--- src/design/pps_pkg.sv ---
// ----------------------------------------------------------------------------
// pps_pkg
// Types, constants and the arctangent table of the pure pursuit steering block.
// ----------------------------------------------------------------------------
package pps_pkg;

    localparam int CORDIC_STAGES_DEF = 16;
    localparam int ATAN_LEN          = 24;

    localparam int CFG_W  = 22;
    localparam int ADDR_W = 2;

    localparam logic [ADDR_W-1:0] REG_WHEELBASE    = 2'd0;
    localparam logic [ADDR_W-1:0] REG_STEER_GAIN   = 2'd1;
    localparam logic [ADDR_W-1:0] REG_CRUISE_SPEED = 2'd2;

    localparam logic [21:0] WHEELBASE_RST    = 22'd286882;
    localparam logic [15:0] STEER_GAIN_RST   = 16'd39322;
    localparam logic [7:0]  CRUISE_SPEED_RST = 8'd5;

    // 1/K of the CORDIC gain in Q30
    localparam logic [29:0] INV_K_Q30   = 30'd652032874;
    localparam logic [31:0] HALF_TURN   = 32'h8000_0000;
    localparam logic [31:0] QUARTER_TURN = 32'h4000_0000;
    localparam logic [16:0] GAIN_SCALE  = 17'd92160;
    localparam logic [14:0] STEER_LIMIT = 15'd23040;

    typedef struct packed {
        logic signed [32:0] dx;
        logic signed [32:0] dy;
        logic [15:0]        heading;
        logic               stop;
        logic               zero;
    } item_t;

    // atan(2^-i) in units of 2^-32 turn
    function automatic logic [29:0] atan_turn(input logic [4:0] idx);
        logic [29:0] r;
        unique case (idx)
            5'd0:  r = 30'd536870912;
            5'd1:  r = 30'd316933406;
            5'd2:  r = 30'd167458907;
            5'd3:  r = 30'd85004756;
            5'd4:  r = 30'd42667331;
            5'd5:  r = 30'd21354465;
            5'd6:  r = 30'd10679838;
            5'd7:  r = 30'd5340245;
            5'd8:  r = 30'd2670163;
            5'd9:  r = 30'd1335087;
            5'd10: r = 30'd667544;
            5'd11: r = 30'd333772;
            5'd12: r = 30'd166886;
            5'd13: r = 30'd83443;
            5'd14: r = 30'd41722;
            5'd15: r = 30'd20861;
            5'd16: r = 30'd10430;
            5'd17: r = 30'd5215;
            5'd18: r = 30'd2608;
            5'd19: r = 30'd1304;
            5'd20: r = 30'd652;
            5'd21: r = 30'd326;
            5'd22: r = 30'd163;
            5'd23: r = 30'd81;
            default: r = 30'd0;
        endcase
        return r;
    endfunction

endpackage

--- src/design/pps_queue.sv ---
// ----------------------------------------------------------------------------
// pps_queue
// Two-entry queue between front and back; the back drains one entry a cycle.
// ----------------------------------------------------------------------------
module pps_queue
(
    input  logic           clk,
    input  logic           rst_n,
    input  logic           push,
    input  pps_pkg::item_t push_item,
    output logic           full,
    output logic           out_valid,
    output pps_pkg::item_t out_item
);

    pps_pkg::item_t slot_reg [2];
    logic [1:0]     count_reg;
    logic [1:0]     count_next;
    logic           wr_ptr_reg;
    logic           rd_ptr_reg;
    logic           do_push;
    logic           do_pop;

    assign full      = (count_reg == 2'd2);
    assign out_valid = (count_reg != 2'd0);
    assign out_item  = slot_reg[rd_ptr_reg];
    assign do_push   = push && !full;
    assign do_pop    = out_valid;

    always_comb
    begin
        count_next = count_reg + 2'(do_push) - 2'(do_pop);
    end

    always_ff @(posedge clk or negedge rst_n)
    begin
        if (!rst_n)
        begin
            count_reg  <= 2'd0;
            wr_ptr_reg <= 1'b0;
            rd_ptr_reg <= 1'b0;
        end
        else
        begin
            count_reg <= count_next;
            if (do_push)
            begin
                wr_ptr_reg <= !wr_ptr_reg;
            end
            if (do_pop)
            begin
                rd_ptr_reg <= !rd_ptr_reg;
            end
        end
    end

    always_ff @(posedge clk)
    begin
        if (do_push)
        begin
            slot_reg[wr_ptr_reg] <= push_item;
        end
    end

endmodule

--- config.mk ---
export PLATFORM = sky130hd
export DESIGN_NAME = pps_queue
export DESIGN_NICKNAME = d
export VERILOG_FILES = /design/src/design/pps_pkg.sv /design/src/design/pps_queue.sv
export SDC_FILE = /design/constraint.sdc
export NUM_CORES = 1
export LEC_CHECK = 0
export BUFFER_PORTS_ARGS = -buffer_cell sky130_fd_sc_hd__buf_2
export CORE_MARGIN = 3
export CORE_UTILIZATION = 50
export DETAILED_ROUTE_END_ITERATION = 7
export HOLD_SLACK_MARGIN = 0.02
export PLACE_DENSITY = 0.77
export SLEW_MARGIN = 15
export SYNTH_ARGS = -nofsm -noshare
export SYNTH_HDL_FRONTEND = slang
export SYNTH_SLANG_ARGS = --single-unit
--- constraint.sdc ---
create_clock -name clk -period 5.8 [get_ports clk]
set_clock_uncertainty 0.1 [all_clocks]
set_input_delay 0.29 -clock clk [delete_from_list [all_inputs] [get_ports clk]]
set_output_delay 0.29 -clock clk [all_outputs]
set_load 0.05 [all_outputs]
==> out/summary.txt, run 1 <==
status: completed
top cells by count, synth: edfxtp_1 (168), mux2_1 (50), mux2_2 (34), buf_6 (5), dfrtp_1 (4)
area delta synth->final: 40.2%
gr ovfl total: 0
max cap viols: 0
Util after Layout: 72.1%
Core Area: 0.0121 mm²
fmax: 369 MHz
wire per inst: 17.3 µm
Die X: 118 µm
Max H-tree Level: 4
final hold vios: 0
worst slew pin tran: 1.17 ns
clock-pin slew on the worst setup and hold paths: 0.06 ns
CP Capture Type: output pin
Crit-path slowest cell: dfrtp_4
GRT Util Overall: 18.8%
Internal: 2800 µW
postcts setup bufs: 0
Crit Path Max Fanout: 85
Netlist cell types: 16
PwrDens: 528 mW/mm²
# diodes: 0
CTS tree: built
initial antenna violation count: 0
RSZ-0062 raised after global routing: no
post-route setup slack: 3.09 ns
R2R Path Start: count_reg[1]$_DFF_PN0_
class of the worst hold path: input port to async pin
I/O Pins: 173
Num CTS Buffers: 17
synth top area cells: edfxtp_1 (81%), mux2_1 (9.0%), mux2_2 (6.1%)
worst vdd ir: 444 µV
worst r2r dst: slot_reg[0][28]$_DFFE_PP_
final setup fails: 0
top_reg_cell synth: edfxtp_1
Synth area leader: edfxtp_1
Port Buf Inserts: 172
GPL Wtd Cong: 0.686
Syn Inst Count: 275
top cell type's share of synthesized area: 81.0%
syn_nets: 362
first-pass GRT wire length: 19800 µm
Post-Route WL: 12600 µm
Post-synth ARST share: 2.33%
Gate power share: 36.5%
Seq cells post-synth: 172
Setup WS pre-CTS: 2.93 ns
number of synthesized flops with an enable pin: 168
sequential power share: 39.2%
Clock Tree Buf Depth: 2
Worst Setup EP: out_item[12]
DR DRC count: 0
number of global-route vias before repair: 3828
Hold WS: 0.0971 ns
via count: 3463
Startpoint Class: flip-flop
Vias/cell: 4.76
CP peak stage delay: 1.18 ns
synth warn: 0
switching pwr: 1810 µW
largest net degree at the start of global routing: 86
HPWL after detailed placement: 6850 µm
clock root cell: clkbuf_16
Crit path required time: 5.41 ns
CP arrival: 2.32 ns
Mapped Avg Cell Area: 22.7 µm²
r2r worst-path depth: 4
flop-to-flop setup slack: 3.33 ns
min Tclk post-route: 2.71 ns
Sw Share: 39.3%
Worst Setup SP: rd_ptr_reg$_DFFE_PN0P_
sequential cell area fraction in the yosys report: 82.6%
Final Slew Violations: 0
Initial Util: 51.4%
count leader, synth: edfxtp_1
later-pin clock latency in the skew report: 0.42 ns
Crit Path Class: flip-flop to output pin
cell area after technology mapping: 0.00623 mm²
Tcrit/Tclk final: 46.8%
Die H: 118 µm
share of post-route cells with drive strength above 1: 42.6%
clock sink count: 172
First-pass DRT Iterations: 4
die area: 0.0138 mm²
Fin Setup TNS: 0 ns
row cnt: 40
Leakage Power: 0.00333 µW
max reg flops: 168
max_slew headroom: 22.3%
number of DRC markers in iteration 0: 268
CP Cell Sequence: mux2_2 > buf_2
antenna-violating nets left: 0
clock power share: 24.2%
Final #Nets: 633
## metrics by stage
step | area (µm²) | total power (µW) | instances
global route | 8740 | 4800 | 727
floorplan | 6230 | 3130 | 275
CTS | 8690 | 4620 | 725
finish | 8740 | 4620 | 727
global placement | 7250 | 3430 | 607
detailed placement | 7250 | 3460 | 607
## repair_timing
item	4_1_cts	5_1_grt
resized for setup	0	0
endpoints found under the hold margin	173	0
hold buffers	86	0
## area by class of cell
class	count	area [µm²]
Clock inverter	7	118
Timing Repair Buffer	261	1780
Tap cell	168	210
Sequential cell	172	5150
Clock buffer	25	465
Fill cell	751	3370
Inverter	1	3.75
Multi-Input combinational cell	93	1010
## worst min-delay path by stage
stage | startpoint | cells after the start | to
2_1_floorplan | rst_n | 0 | count_reg[0]$_DFF_PN0_
3_3_place_gp | rst_n | 1 | rd_ptr_reg$_DFFE_PN0P_
3_5_place_dp | rst_n | 1 | rd_ptr_reg$_DFFE_PN0P_
5_1_grt | rst_n | 2 | rd_ptr_reg$_DFFE_PN0P_
6_report | rst_n | 2 | wr_ptr_reg$_DFFE_PN0N_
4_1_cts | rst_n | 2 | wr_ptr_reg$_DFFE_PN0N_
## per-layer routing
metal / up-vias / global-route usage, % / wire length [µm] / part of all wire (%)
met2: 129 / 32.6 / 6650 / 53
met4: 0 / 6.37 / 105 / 0.83
met3: 10 / 7.78 / 879 / 7.0
met1: 1695 / 20.9 / 4940 / 39
met5: - / 0 / 0 / 0
li1: 1629 / - / - / -
## critical path, delay by kind of cell, from the launching register on
family / cells / cell delay [ns]
flip-flops: 1 / 1.18
buffers and inverters: 1 / 0.21
multiplexers: 1 / 0.43
## power by group through the flow
| stage | Combinational (µW) | Clock (µW) | Sequential [µW] |
|---|---|---|---|
| floorplan | 1400 | 0 | 1730 |
| detailed placement | 1620 | 0 | 1840 |
| global route | 1760 | 1200 | 1840 |
| CTS | 1670 | 1140 | 1820 |
| global placement | 1610 | 0 | 1830 |
| finish | 1690 | 1120 | 1810 |
## layout by cell type (no fill, tap or decap), drive strengths merged
master       Yosys  final
and2             1      1
and3             1      1
buf              9    175
bufinv           0      3
clkbuf           0     25
clkinv           0      1
clkinvlp         0      3
dfrtp            4      4
dlygate4sd3      0     86
edfxtp         168    168
inv              1      1
mux2            84     84
nand2            1      1
nand2b           2      2
nor2             1      1
or2              1      1
xnor2            1      1
xor2             1      1
## logic make-up after synthesis
logic type | share of synthesized area (%)
buffers and inverters | 1.33
multiplexers | 15.2
XOR/XNOR | 0.281
flip-flops | 82.6
AND/OR/NAND/NOR | 0.623
No activity file was read; power rests on OpenSTA's default activity.
==> inputs of run 2 (changes only) <==
CORE_UTILIZATION = 47   (was 50)
PLACE_DENSITY = 0.76   (was 0.77)
clock period = 2.4 ns   (was 5.8 ns; I/O delays follow)
==> run 2 against run 1 <==
Non-clock buffer count up 4; total power grew 150%; worst hold slack better by 0.23 ns; sequential share of layout area decreased by 0.71 points; via count grew 1.1%; count of clock-buffer cells in the layout down 7; highest routed layer unchanged.
==> out/summary.txt, run 2 (synthesis gave the netlist of run 1 again) <==
status: completed
Crit path required time: 2.18 ns
min Tclk post-route: 2.13 ns
Final Slew Violations: 0
HPWL after detailed placement: 7500 µm
Initial Util: 48.8%
Internal: 7000 µW
hold-fix buffer count after cts: 87
sequential power share: 36.3%
worst slew pin tran: 0.532 ns
CP top delay family: buffers and inverters
Post-Route WL: 12600 µm
initial antenna violation count: 0
antenna-violating nets left: 0
final hold vios: 0
Clock Tree Buf Depth: 2
max_slew headroom: 64.5%
DR DRC count: 0
area delta synth->final: 42.0%
total power: 11400 µW
PwrDens: 1290 mW/mm²
CTS tree: built
Sw Share: 38.8%
Die X: 121 µm
wire per inst: 17.1 µm
Gate power share: 38.0%
row cnt: 41
CP Capture Type: output pin
final setup fails: 0
share of post-route cells with drive strength above 1: 43.5%
Tcrit/Tclk final: 88.9%
Max H-tree Level: 4
Num CTS Buffers: 17
Vias/cell: 4.76
class of the worst hold path: input port to flip-flop
first-pass GRT wire length: 19500 µm
GRT Util Overall: 17.6%
clock power share: 25.7%
Die H: 121 µm
Post-CTS Resized: 0
postcts setup bufs: 0
worst vdd ir: 962 µV
CP arrival: 1.91 ns
CP peak stage delay: 0.54 ns
gr ovfl total: 0
Core Area: 0.0128 mm²
clock sink count: 172
I/O Pins: 173
later-pin clock latency in the skew report: 0.41 ns
WP buf/inv: 2
CP Cell Sequence: buf_4 > mux2_1 > buf_2
clock-pin slew on the worst setup and hold paths: 0.06 ns
Leakage Power: 0.00339 µW
max cap viols: 0
largest net degree at the start of global routing: 50
die area: 0.0147 mm²
Port Buf Inserts: 172
Crit Path Max Fanout: 25
Setup WS pre-CTS: 0.634 ns
First-pass DRT Iterations: 4
clock root cell: clkbuf_16
most common cell after layout, fill and taps aside: buf_2
number of global-route vias before repair: 3887
fmax: 469 MHz
Startpoint Class: flip-flop
Fin Setup TNS: 0 ns
via count: 3501
post-route setup slack: 0.266 ns
GPL Wtd Cong: 0.687
most frequent cells in the layout: buf_2 (172), edfxtp_1 (168), dlygate4sd3_1 (87)
RSZ-0062 raised after global routing: no
switching pwr: 4430 µW
Final #Nets: 637
Crit-path slowest cell: dfrtp_4
Crit Path Class: flip-flop to output pin
number of DRC markers in iteration 0: 209
max reg flops: 168
[run 2: final timing paths]
kind                                        start                        end  slack [ns]  depth (start not counted)
setup / recovery           rd_ptr_reg$_DFFE_PN0P_               out_item[54]        0.27                          3
setup reg to reg           count_reg[1]$_DFF_PN0_  slot_reg[0][34]$_DFFE_PP_        0.63                          4
max in group asynchronous                   rst_n     rd_ptr_reg$_DFFE_PN0P_        1.46                          3
hold / removal                      push_item[23]  slot_reg[0][23]$_DFFE_PP_        0.33                          2
hold reg to reg            count_reg[0]$_DFF_PN0_     count_reg[1]$_DFF_PN0_        0.41                          1
min in group asynchronous                   rst_n     rd_ptr_reg$_DFFE_PN0P_        0.54                          3
[run 2: final cells by class]
class,count,area (µm²)
clock inverter,14,215
timing repair buffer,265,1810
multi-input combinational,93,1010
antenna,1,2.50
fill,822,3930
tap,172,215
sequential,172,5150
inverter,1,3.75
clock buffer,18,429
[run 2: power groups by stage]
| stage | registers [µW] | logic, µW | clock network (µW) |
|---|---|---|---|
| detailed placement | 4210 | 4240 | 0 |
| global placement | 4170 | 4210 | 0 |
| global route | 4190 | 4540 | 3120 |
| CTS | 4150 | 4370 | 3000 |
| finish | 4140 | 4340 | 2940 |
| floorplan | 4130 | 3390 | 0 |
[run 2: metal layers]
layer / wire length [µm] / global-route usage [%] / up-vias
met4: 194 / 6.65 / 0
met3: 944 / 5.55 / 14
met2: 6600 / 30.7 / 133
li1: - / - / 1644
met1: 4860 / 20.5 / 1710
met5: 0 / 0 / -
[run 2: worst reg2reg max path: stages (launching register included)]
cell      delay (ns)
dfrtp_1         0.39
nand2b_1        0.14
nand2_1         0.14
nor2_4          0.14
buf_4           0.46
[run 2: through the flow]
| stage | cells | util [%] | cell area [µm²] | hold slack [ns] |
|---|---|---|---|---|
| finish | 736 | 69.2 | 8840 | 0.326 |
| global route | 735 | 69.2 | 8840 | 0.317 |
| CTS | 735 | 69.2 | 8840 | 0.306 |
| detailed placement | 616 | 57.4 | 7330 | -0.162 |
| global placement | 616 | 57.4 | 7330 | -0.171 |
| floorplan | 275 | - | 6240 | -0.276 |
