`src/design/pps_pkg.sv`:
```
// ----------------------------------------------------------------------------
// pps_pkg
// Types, constants and the arctangent table of the pure pursuit steering block.
// ----------------------------------------------------------------------------
package pps_pkg;

    localparam int CORDIC_STAGES_DEF = 16;
    localparam int ATAN_LEN          = 24;

    localparam int CFG_W  = 22;
    localparam int ADDR_W = 2;

    localparam logic [ADDR_W-1:0] REG_WHEELBASE    = 2'd0;
    localparam logic [ADDR_W-1:0] REG_STEER_GAIN   = 2'd1;
    localparam logic [ADDR_W-1:0] REG_CRUISE_SPEED = 2'd2;

    localparam logic [21:0] WHEELBASE_RST    = 22'd286882;
    localparam logic [15:0] STEER_GAIN_RST   = 16'd39322;
    localparam logic [7:0]  CRUISE_SPEED_RST = 8'd5;

    // 1/K of the CORDIC gain in Q30
    localparam logic [29:0] INV_K_Q30   = 30'd652032874;
    localparam logic [31:0] HALF_TURN   = 32'h8000_0000;
    localparam logic [31:0] QUARTER_TURN = 32'h4000_0000;
    localparam logic [16:0] GAIN_SCALE  = 17'd92160;
    localparam logic [14:0] STEER_LIMIT = 15'd23040;

    typedef struct packed {
        logic signed [32:0] dx;
        logic signed [32:0] dy;
        logic [15:0]        heading;
        logic               stop;
        logic               zero;
    } item_t;

    // atan(2^-i) in units of 2^-32 turn
    function automatic logic [29:0] atan_turn(input logic [4:0] idx);
        logic [29:0] r;
        unique case (idx)
            5'd0:  r = 30'd536870912;
            5'd1:  r = 30'd316933406;
            5'd2:  r = 30'd167458907;
            5'd3:  r = 30'd85004756;
            5'd4:  r = 30'd42667331;
            5'd5:  r = 30'd21354465;
            5'd6:  r = 30'd10679838;
            5'd7:  r = 30'd5340245;
            5'd8:  r = 30'd2670163;
            5'd9:  r = 30'd1335087;
            5'd10: r = 30'd667544;
            5'd11: r = 30'd333772;
            5'd12: r = 30'd166886;
            5'd13: r = 30'd83443;
            5'd14: r = 30'd41722;
            5'd15: r = 30'd20861;
            5'd16: r = 30'd10430;
            5'd17: r = 30'd5215;
            5'd18: r = 30'd2608;
            5'd19: r = 30'd1304;
            5'd20: r = 30'd652;
            5'd21: r = 30'd326;
            5'd22: r = 30'd163;
            5'd23: r = 30'd81;
            default: r = 30'd0;
        endcase
        return r;
    endfunction

endpackage

```
`src/design/pps_front.sv`:
```
// ----------------------------------------------------------------------------
// pps_front
// Takes a pose, forms the offset to the waypoint and flags a zero offset.
// ----------------------------------------------------------------------------
module pps_front
(
    input  logic                clk,
    input  logic                rst_n,
    input  logic                start,
    input  logic signed [31:0]  pos_x,
    input  logic signed [31:0]  pos_y,
    input  logic signed [31:0]  goal_x,
    input  logic signed [31:0]  goal_y,
    input  logic signed [15:0]  heading_angle,
    input  logic                stop_request,
    input  logic                q_full,
    output logic                busy,
    output logic                item_valid,
    output pps_pkg::item_t      item
);

    logic           valid_reg;
    pps_pkg::item_t item_reg;
    pps_pkg::item_t item_next;

    assign busy       = valid_reg && q_full;
    assign item_valid = valid_reg;
    assign item       = item_reg;

    always_comb
    begin
        item_next.dx      = 33'(goal_x) - 33'(pos_x);
        item_next.dy      = 33'(goal_y) - 33'(pos_y);
        item_next.heading = heading_angle;
        item_next.stop    = stop_request;
        item_next.zero    = (goal_x == pos_x) && (goal_y == pos_y);
    end

    always_ff @(posedge clk or negedge rst_n)
    begin
        if (!rst_n)
        begin
            valid_reg <= 1'b0;
        end
        else if (!busy)
        begin
            valid_reg <= start;
        end
    end

    always_ff @(posedge clk)
    begin
        if (start && !busy)
        begin
            item_reg <= item_next;
        end
    end

endmodule

```
`config.mk`:
```
export PLATFORM = sky130hd
export DESIGN_NAME = pps_front
export DESIGN_NICKNAME = d
export VERILOG_FILES = /design/src/design/pps_pkg.sv /design/src/design/pps_front.sv
export SDC_FILE = /design/constraint.sdc
export NUM_CORES = 1
export LEC_CHECK = 0
export ABC_AREA = 1
export BUFFER_PORTS_ARGS = -buffer_cell sky130_fd_sc_hd__buf_2
export CAP_MARGIN = 20
export CORE_MARGIN = 5
export CORE_UTILIZATION = 55
export CTS_CLUSTER_DIAMETER = 40
export CTS_CLUSTER_SIZE = 8
export DETAILED_ROUTE_END_ITERATION = 8
export GPL_TIMING_DRIVEN = 0
export HOLD_SLACK_MARGIN = 0.12
export PLACE_DENSITY = 0.85
export SETUP_SLACK_MARGIN = 0.02
export SYNTH_ARGS = -nofsm -noshare
export SYNTH_HDL_FRONTEND = slang
export SYNTH_SLANG_ARGS = --single-unit
```
`constraint.sdc`:
```
create_clock -name clk -period 9 [get_ports clk]
set_input_delay 0.45 -clock clk [delete_from_list [all_inputs] [get_ports clk]]
set_output_delay 0.45 -clock clk [all_outputs]
set_load 0.005 [all_outputs]
```
==> results of run 1 <==
## path summary, 6_finish.rpt
| kind | from | endpoint | depth (start not counted) |
|---|---|---|---|
| worst max-delay path | goal_y[0] | item[50]$_DFFE_PP_ | 14 |
| worst min-delay path | heading_angle[7] | item[9]$_DFFE_PP_ | 1 |
| worst max register to register | item_valid$_DFFE_PN0N_ | item[20]$_DFFE_PP_ | 4 |
| worst min register to register | item_valid$_DFFE_PN0N_ | item_valid$_DFFE_PN0N_ | 2 |
| max in group asynchronous | rst_n | item_valid$_DFFE_PN0N_ | 2 |
| min in group asynchronous | rst_n | item_valid$_DFFE_PN0N_ | 2 |
## power groups by stage
stage          clock network, mW  registers [mW]  logic [mW]
2_1_floorplan                  0           0.516       0.262
3_3_place_gp                   0           0.512       0.404
3_5_place_dp                   0           0.509       0.416
4_1_cts                    0.372           0.501       0.418
5_1_grt                    0.389           0.503       0.475
6_report                   0.366           0.500       0.418
## worst reg2reg max path, cell delays in order, from the launching register on
cell	delay (ns)
dfrtp_1	0.38
nand2_1	0.08
inv_1	0.07
nor2_4	0.49
buf_12	0.30
## per-layer routing
metal	share of wire [%]	routed length, um	vias to the layer above
met3	6.7	1410	37
met5	0	0	-
li1	-	-	4114
met4	2.9	610	0
met1	41	8530	3425
met2	50	10400	285
## cells by family after synthesis
logic type | synth area share (%)
DFF | 32.8
and+or+nand+nor | 34.4
buffers and inverters | 15.5
AOI/OAI and AO/OA | 3.08
xor gates and xnor gates | 3.38
adders and majority gates | 10.8
## cell type report
| class | count | area (um^2) |
|---|---|---|
| fillers | 1230 | 4370 |
| clock inverters | 7 | 57.6 |
| inverters | 319 | 1200 |
| well taps | 180 | 225 |
| flip-flops and latches | 85 | 2550 |
| repair buffers | 237 | 1220 |
| multi-input cells | 808 | 4030 |
| clock buffers | 9 | 225 |
| plain buffers | 1 | 7.51 |
## Yosys cell counts
library cell / n / share of area [%]
a21o_1: 2 / 0.19
a21oi_1: 40 / 2.6
a21oi_2: 1 / 0.11
and2_1: 4 / 0.32
buf_4: 1 / 0.097
dfrtp_1: 1 / 0.32
edfxtp_1: 84 / 32
fa_1: 2 / 0.52
ha_1: 64 / 10
inv_1: 319 / 15
nand2_1: 495 / 24
nand2_2: 18 / 1.4
nand3_1: 45 / 2.9
nand3_2: 3 / 0.39
nand4_1: 10 / 0.81
nor2_1: 83 / 4.0
nor2_2: 1 / 0.081
nor3_1: 4 / 0.26
nor4_1: 2 / 0.16
o21bai_1: 2 / 0.19
or2_1: 2 / 0.16
xnor2_1: 5 / 0.56
xor2_1: 25 / 2.8
## stage by stage
| step | cell area, um^2 | power [mW] | utilization [%] | cells |
|---|---|---|---|---|
| global route | 9510 | 1.37 | 68.5 | 1646 |
| floorplan | 7770 | 0.778 | - | 1213 |
| CTS | 9510 | 1.29 | 68.5 | 1646 |
| global placement | 9170 | 0.916 | 66.0 | 1627 |
| finish | 9510 | 1.28 | 68.5 | 1646 |
| detailed placement | 9220 | 0.924 | 66.4 | 1629 |
==> results.yml, run 1 <==
cts:
  cts_max_path_buffers: 2
  cts_buffers: 9
  numClockSinks: 85
  cts.repair.resized: 0
  clock_latency_ns: 0.35
  cts_hold_buf: 1
  root_buffer: "clkbuf_16"
  cts_setup_buffers: 0
  cts_tree: "done"
  path_clk_slew_ns: 0.07
  ctsHtreeMaxLevel: 3
worst_setup_path:
  crit_path_max_incr_delay_ns: 0.41
  cp.required_ns: 9.09
  slowest_stage: "fa_1"
  crit_buf_inv: 3
  startpoint_type: "input port"
  path_max_fanout: 3
  crit_top_cell: "nand2_1"
  arrival_ns: 2.07
  rrSetupSlack_ns: 7.36
  crit_family: "simple AND/OR/NAND/NOR gates"
  path_cells: "buf_2 > inv_1 > ha_1 > fa_1 > inv_1 > nand2_1 > nand2_1 > nand3_1 > nand2_2 > nand2_1 > nand2_2 > nand2_1 > nand3_1 > nand2_1"
  cp-end-kind: "flop"
  path_class: "input port to flop"
detailed_routing:
  wirelength_um: 20900
  dr.pass1.iters: 5
  route.detailed.drc: 0
  drt_iter0_markers: 522
  route.vias.total: 7861
  postRouteAntennaNets: 0
  via_per_inst: 4.78
  wire_per_inst_um: 12.7
power:
  p_leak_nw: 5.95
  p_int_mw: 0.842
  powerDensity_nw_per_um2: 135
  ir_worst_vdd_mv: 0.0869
  power_frac_seq_pct: 38.9
  switching_share_pct: 34.4
  netSwitchingPower_mw: 0.442
  clkPwrFrac_pct: 28.5
  pwr-share-comb_pct: 32.6
grt:
  grt_pass1_vias: 7517
  grt_overflow: 0
  use_met3_pct: 3.40
  antenna_found_initial: 0
  grt_max_degree: 35
  met2_usage_pct: 45.4
  grtUsageMet1_pct: 29.9
  busiest_layer: "met2"
  track_usage_pct: 25.0
  grt_pass1_wl_um: 33400
worst_hold_path:
  hold_path.class: "input port to flop"
flow_run:
  drv_cap: 0
timing:
  period_needed_ns: 1.98
  fin_hold_ws_ns: 0.274
  clock.fmax_ghz: 0.506
  postLayoutSetupSlackWorst_ns: 7.02
  relSlewSlack_pct: 58.3
  tns_ns: 0
  rsz0062_at_grt: "no"
  hold_viol_final: 0
  worst_pin_slew_ns: 0.624
  finalSetupViolCount: 0
  skew_ns: 0.00581
  final_max_slew_viol_count: 0
  finalCritPeriodShare_pct: 22.0
layout:
  layout_common_cells: "495 x nand2_1, 319 x inv_1, 234 x buf_2, 84 x edfxtp_1, 82 x nor2_1"
  largest_register_ffs: 84
  antenna_cells: 0
  areaGrowthSynthToFinish_pct: 22.3
  final_nets: 1676
  drive_gt1_share_pct: 18.9
  final_common_cell: "nand2_1"
synth:
  ys_types: 23
  avgSynthCellArea_um2: 6.41
  syn-num-nets: 1428
  synth-seq-cells: 85
  yosysSeqAreaShare_pct: 32.8
  syn-instance-count: 1213
  syn_area_um2: 7770
  ys_warn_count: 0
place:
  place.gp.congestion: 0.962
  port_buffers: 234
  place_ws_ns: 6.68
  place_hpwl_um: 17700
floorplanning:
  core_um2: 13900
  initial_utilization_pct: 56.0
  die_x_um: 129
  dieArea_um2: 16600
  rows: 43
  ios: 235
  die_y_um: 129
run_status:
  run_status: "complete, no violations"
(Power assumes the default switching activity.)
==> run 2, diff against run 1 <==
- ABC_AREA: 1 -> 0
- CORE_UTILIZATION: 55 -> 51
- PLACE_DENSITY: 0.85 -> 0.82
- clock period: 9 -> 2 ns (I/O delays scaled with it)
==> run 2 against run 1 <==
  * The run now ends with setup timing left
  * Clock skew is 0.0068 ns higher
  * Total power grew to 4.9 times the previous value
  * Non-clock buffer count is 85 higher
  * Combinational power grew to 5.5 times the previous value
  * Final cell count is 30% lower
  * Sequential cell count stayed put
  * Count of clock-buffer cells in the layout stayed put
  * Global-route usage is 0.57 points higher
  * Register-to-register slack worse by 7.0 ns
  * Die area is 10% lower
  * Core utilization is 7.6 points higher
  * Clock power grew to 4.6 times the previous value
==> results.yml, run 2 <==
run_status:
  run_status: "finished with violations"
  violations: "setup timing"
synth:
  synth_xor_area_share_pct: 7.38
  synthMuxAreaShare_pct: 0.156
  synth_top_family_by_area: "compound AO/OA/AOI/OAI gates"
  yosysSeqAreaShare_pct: 39.7
  synth-seq-cells: 85
  avgSynthCellArea_um2: 9.61
  synthAdderAreaFrac_pct: 13.1
  synth_compound_area_share_pct: 21.1
  ys_types: 64
  synth_common_cells: "84 x edfxtp_1, 79 x inv_1, 65 x a21oi_1"
  synth_area_leaders: "edfxtp_1 39%, ha_1 12%, a21oi_1 5.1%, inv_1 4.6%, xnor2_1 3.7%"
  ys_warn_count: 0
  synth_top_area_cell: "edfxtp_1"
  syn-instance-count: 667
  synthArstFlopShare_pct: 1.18
  syn_area_um2: 6410
  synth_top_area_share_pct: 39.4
  yosysMostFrequentCell: "edfxtp_1"
  synth_edf_count: 84
  synthFlopType: "edfxtp_1"
  syn-num-nets: 882
  yosys.area_share.simple_pct: 12.6
grt:
  antenna_found_initial: 0
  grt_max_degree: 34
  met2_usage_pct: 46.1
  track_usage_pct: 25.6
  busiest_layer: "met2"
  grt_pass1_vias: 6126
  grt_overflow: 0
  use_met3_pct: 4.69
  grtUsageMet1_pct: 30.5
  grt_pass1_wl_um: 30200
power:
  power_frac_seq_pct: 36.3
  p_leak_nw: 4.34
  power_mw: 6.28
  p_int_mw: 4.20
  pwr-share-comb_pct: 36.6
  clkPwrFrac_pct: 27.1
  powerDensity_nw_per_um2: 662
  netSwitchingPower_mw: 2.08
  ir_worst_vdd_mv: 0.356
  switching_share_pct: 33.1
place:
  place_area_um2: 8080
  place.gp.congestion: 0.915
  port_buffers: 234
  place_hpwl_um: 14200
  place_inst: 1075
  place_ws_ns: -0.731
floorplanning:
  rows: 41
  ios: 235
  die_y_um: 122
  initial_utilization_pct: 51.4
  core_um2: 12500
  dieArea_um2: 14900
  die_x_um: 122
worst_setup_path:
  path_max_fanout: 4
  cp-end-kind: "flop"
  arrival_ns: 2.25
  cp.required_ns: 2.09
  startpoint_type: "input port"
  path_class: "input port to flop"
cts:
  clock_latency_ns: 0.35
  cts_tree: "done"
  cts_max_path_buffers: 2
  cts_buffers: 9
  numClockSinks: 85
  path_clk_slew_ns: 0.07
  ctsHtreeMaxLevel: 3
  root_buffer: "clkbuf_16"
timing:
  clock.fmax_ghz: 0.463
  hold_viol_final: 0
  postLayoutSetupSlackWorst_ns: -0.159
  skew_ns: 0.0126
  worst_pin_slew_ns: 0.823
  rsz0062_at_grt: "yes"
  final_max_slew_viol_count: 0
  relSlewSlack_pct: 44.9
  period_needed_ns: 2.16
  finalCritPeriodShare_pct: 108
  finalSetupViolCount: 13
layout:
  antenna_cells: 0
  final_area_um2: 9480
  final_cells: 1159
  layout_common_cells: "219 x buf_2, 84 x edfxtp_1, 66 x inv_1, 54 x a21oi_1, 48 x buf_4"
  final_common_cell: "buf_2"
  areaGrowthSynthToFinish_pct: 48.0
  final_nets: 1197
  largest_register_ffs: 84
  drive_gt1_share_pct: 41.3
worst_hold_path:
  hold_path.class: "input port to flop"
detailed_routing:
  via_per_inst: 5.75
  route.vias.total: 6663
  postRouteAntennaNets: 0
  route.detailed.drc: 0
  dr.pass1.iters: 5
  wirelength_um: 22300
  wire_per_inst_um: 19.3
  drt_iter0_markers: 568
flow_run:
  drv_cap: 0
run 2: worst paths after layout:
path / from / to / slack, ns / cells past startpoint
hold reg to reg: item_valid$_DFFE_PN0N_ / item_valid$_DFFE_PN0N_ / 0.73 / 2
setup reg to reg: item_valid$_DFFE_PN0N_ / item[68]$_DFFE_PP_ / 0.33 / 3
setup / recovery: pos_x[2] / item[82]$_DFFE_PP_ / -0.16 / 11
hold / removal: pos_y[0] / item[18]$_DFFE_PP_ / 0.15 / 3
min in group asynchronous: rst_n / item_valid$_DFFE_PN0N_ / 0.59 / 3
max in group asynchronous: rst_n / item_valid$_DFFE_PN0N_ / 1.31 / 3
run 2: area by class of cell:
class	count	area, um^2
inverters	79	344
repair buffers	310	1960
plain buffers	13	56.3
well taps	172	215
fillers	816	2980
clock inverters	7	70.1
flip-flops and latches	85	2550
multi-input cells	484	4060
clock buffers	9	225
run 2: what timing repair did:
action | 4_1_cts | 5_1_grt
gates resized for setup | 57 | 58
endpoints found under the setup margin | 28 | 60
buffers inserted | 26 | 28
hold endpoints to repair | 19 | 0
gates cloned | 0 | 1
pin swaps | 44 | 52
hold buffers | 20 | 0
run 2: cell families after synthesis:
kind of cell	Yosys count
buf+inv	99
simple gates	169
xor+xnor	54
compound gates	193
mux	1
flops	85
fa+ha+maj	66
run 2: per-layer routing:
metal / up-vias / part of all wire [%]
li1: 3056 / -
met2: 376 / 51
met1: 3150 / 36
met4: 0 / 4.3
met5: - / 0
met3: 81 / 8.8
run 2: worst max-delay path, stage by stage:
cell and delay [ns]:
buf_8 0.08, inv_6 0.03, ha_4 0.27, o21a_1 0.22
o31ai_4 0.12, a211oi_2 0.33, nor4_2 0.11, o41ai_2 0.41
a41oi_2 0.20, o31ai_2 0.28, xnor2_1 0.10
run 2: power groups by stage:
stage / Sequential, mW / Clock (mW) / Combinational [mW]
CTS: 2.27 / 1.70 / 1.99
finish: 2.28 / 1.70 / 2.30
floorplan: 2.33 / 0 / 1.15
global route: 2.29 / 1.79 / 2.47
global placement: 2.32 / 0 / 1.73
detailed placement: 2.31 / 0 / 1.79
run 2: per-stage QoR:
step | hold slack, ns | util (%) | TNS [ns]
detailed placement | -0.124 | 64.8 | -16.69
CTS | 0.125 | 72.3 | -0.716
global placement | -0.126 | 64.5 | -73.68
floorplan | -0.196 | - | -18.04
global route | 0.149 | 76.1 | -1.81
finish | 0.153 | 76.1 | -0.726
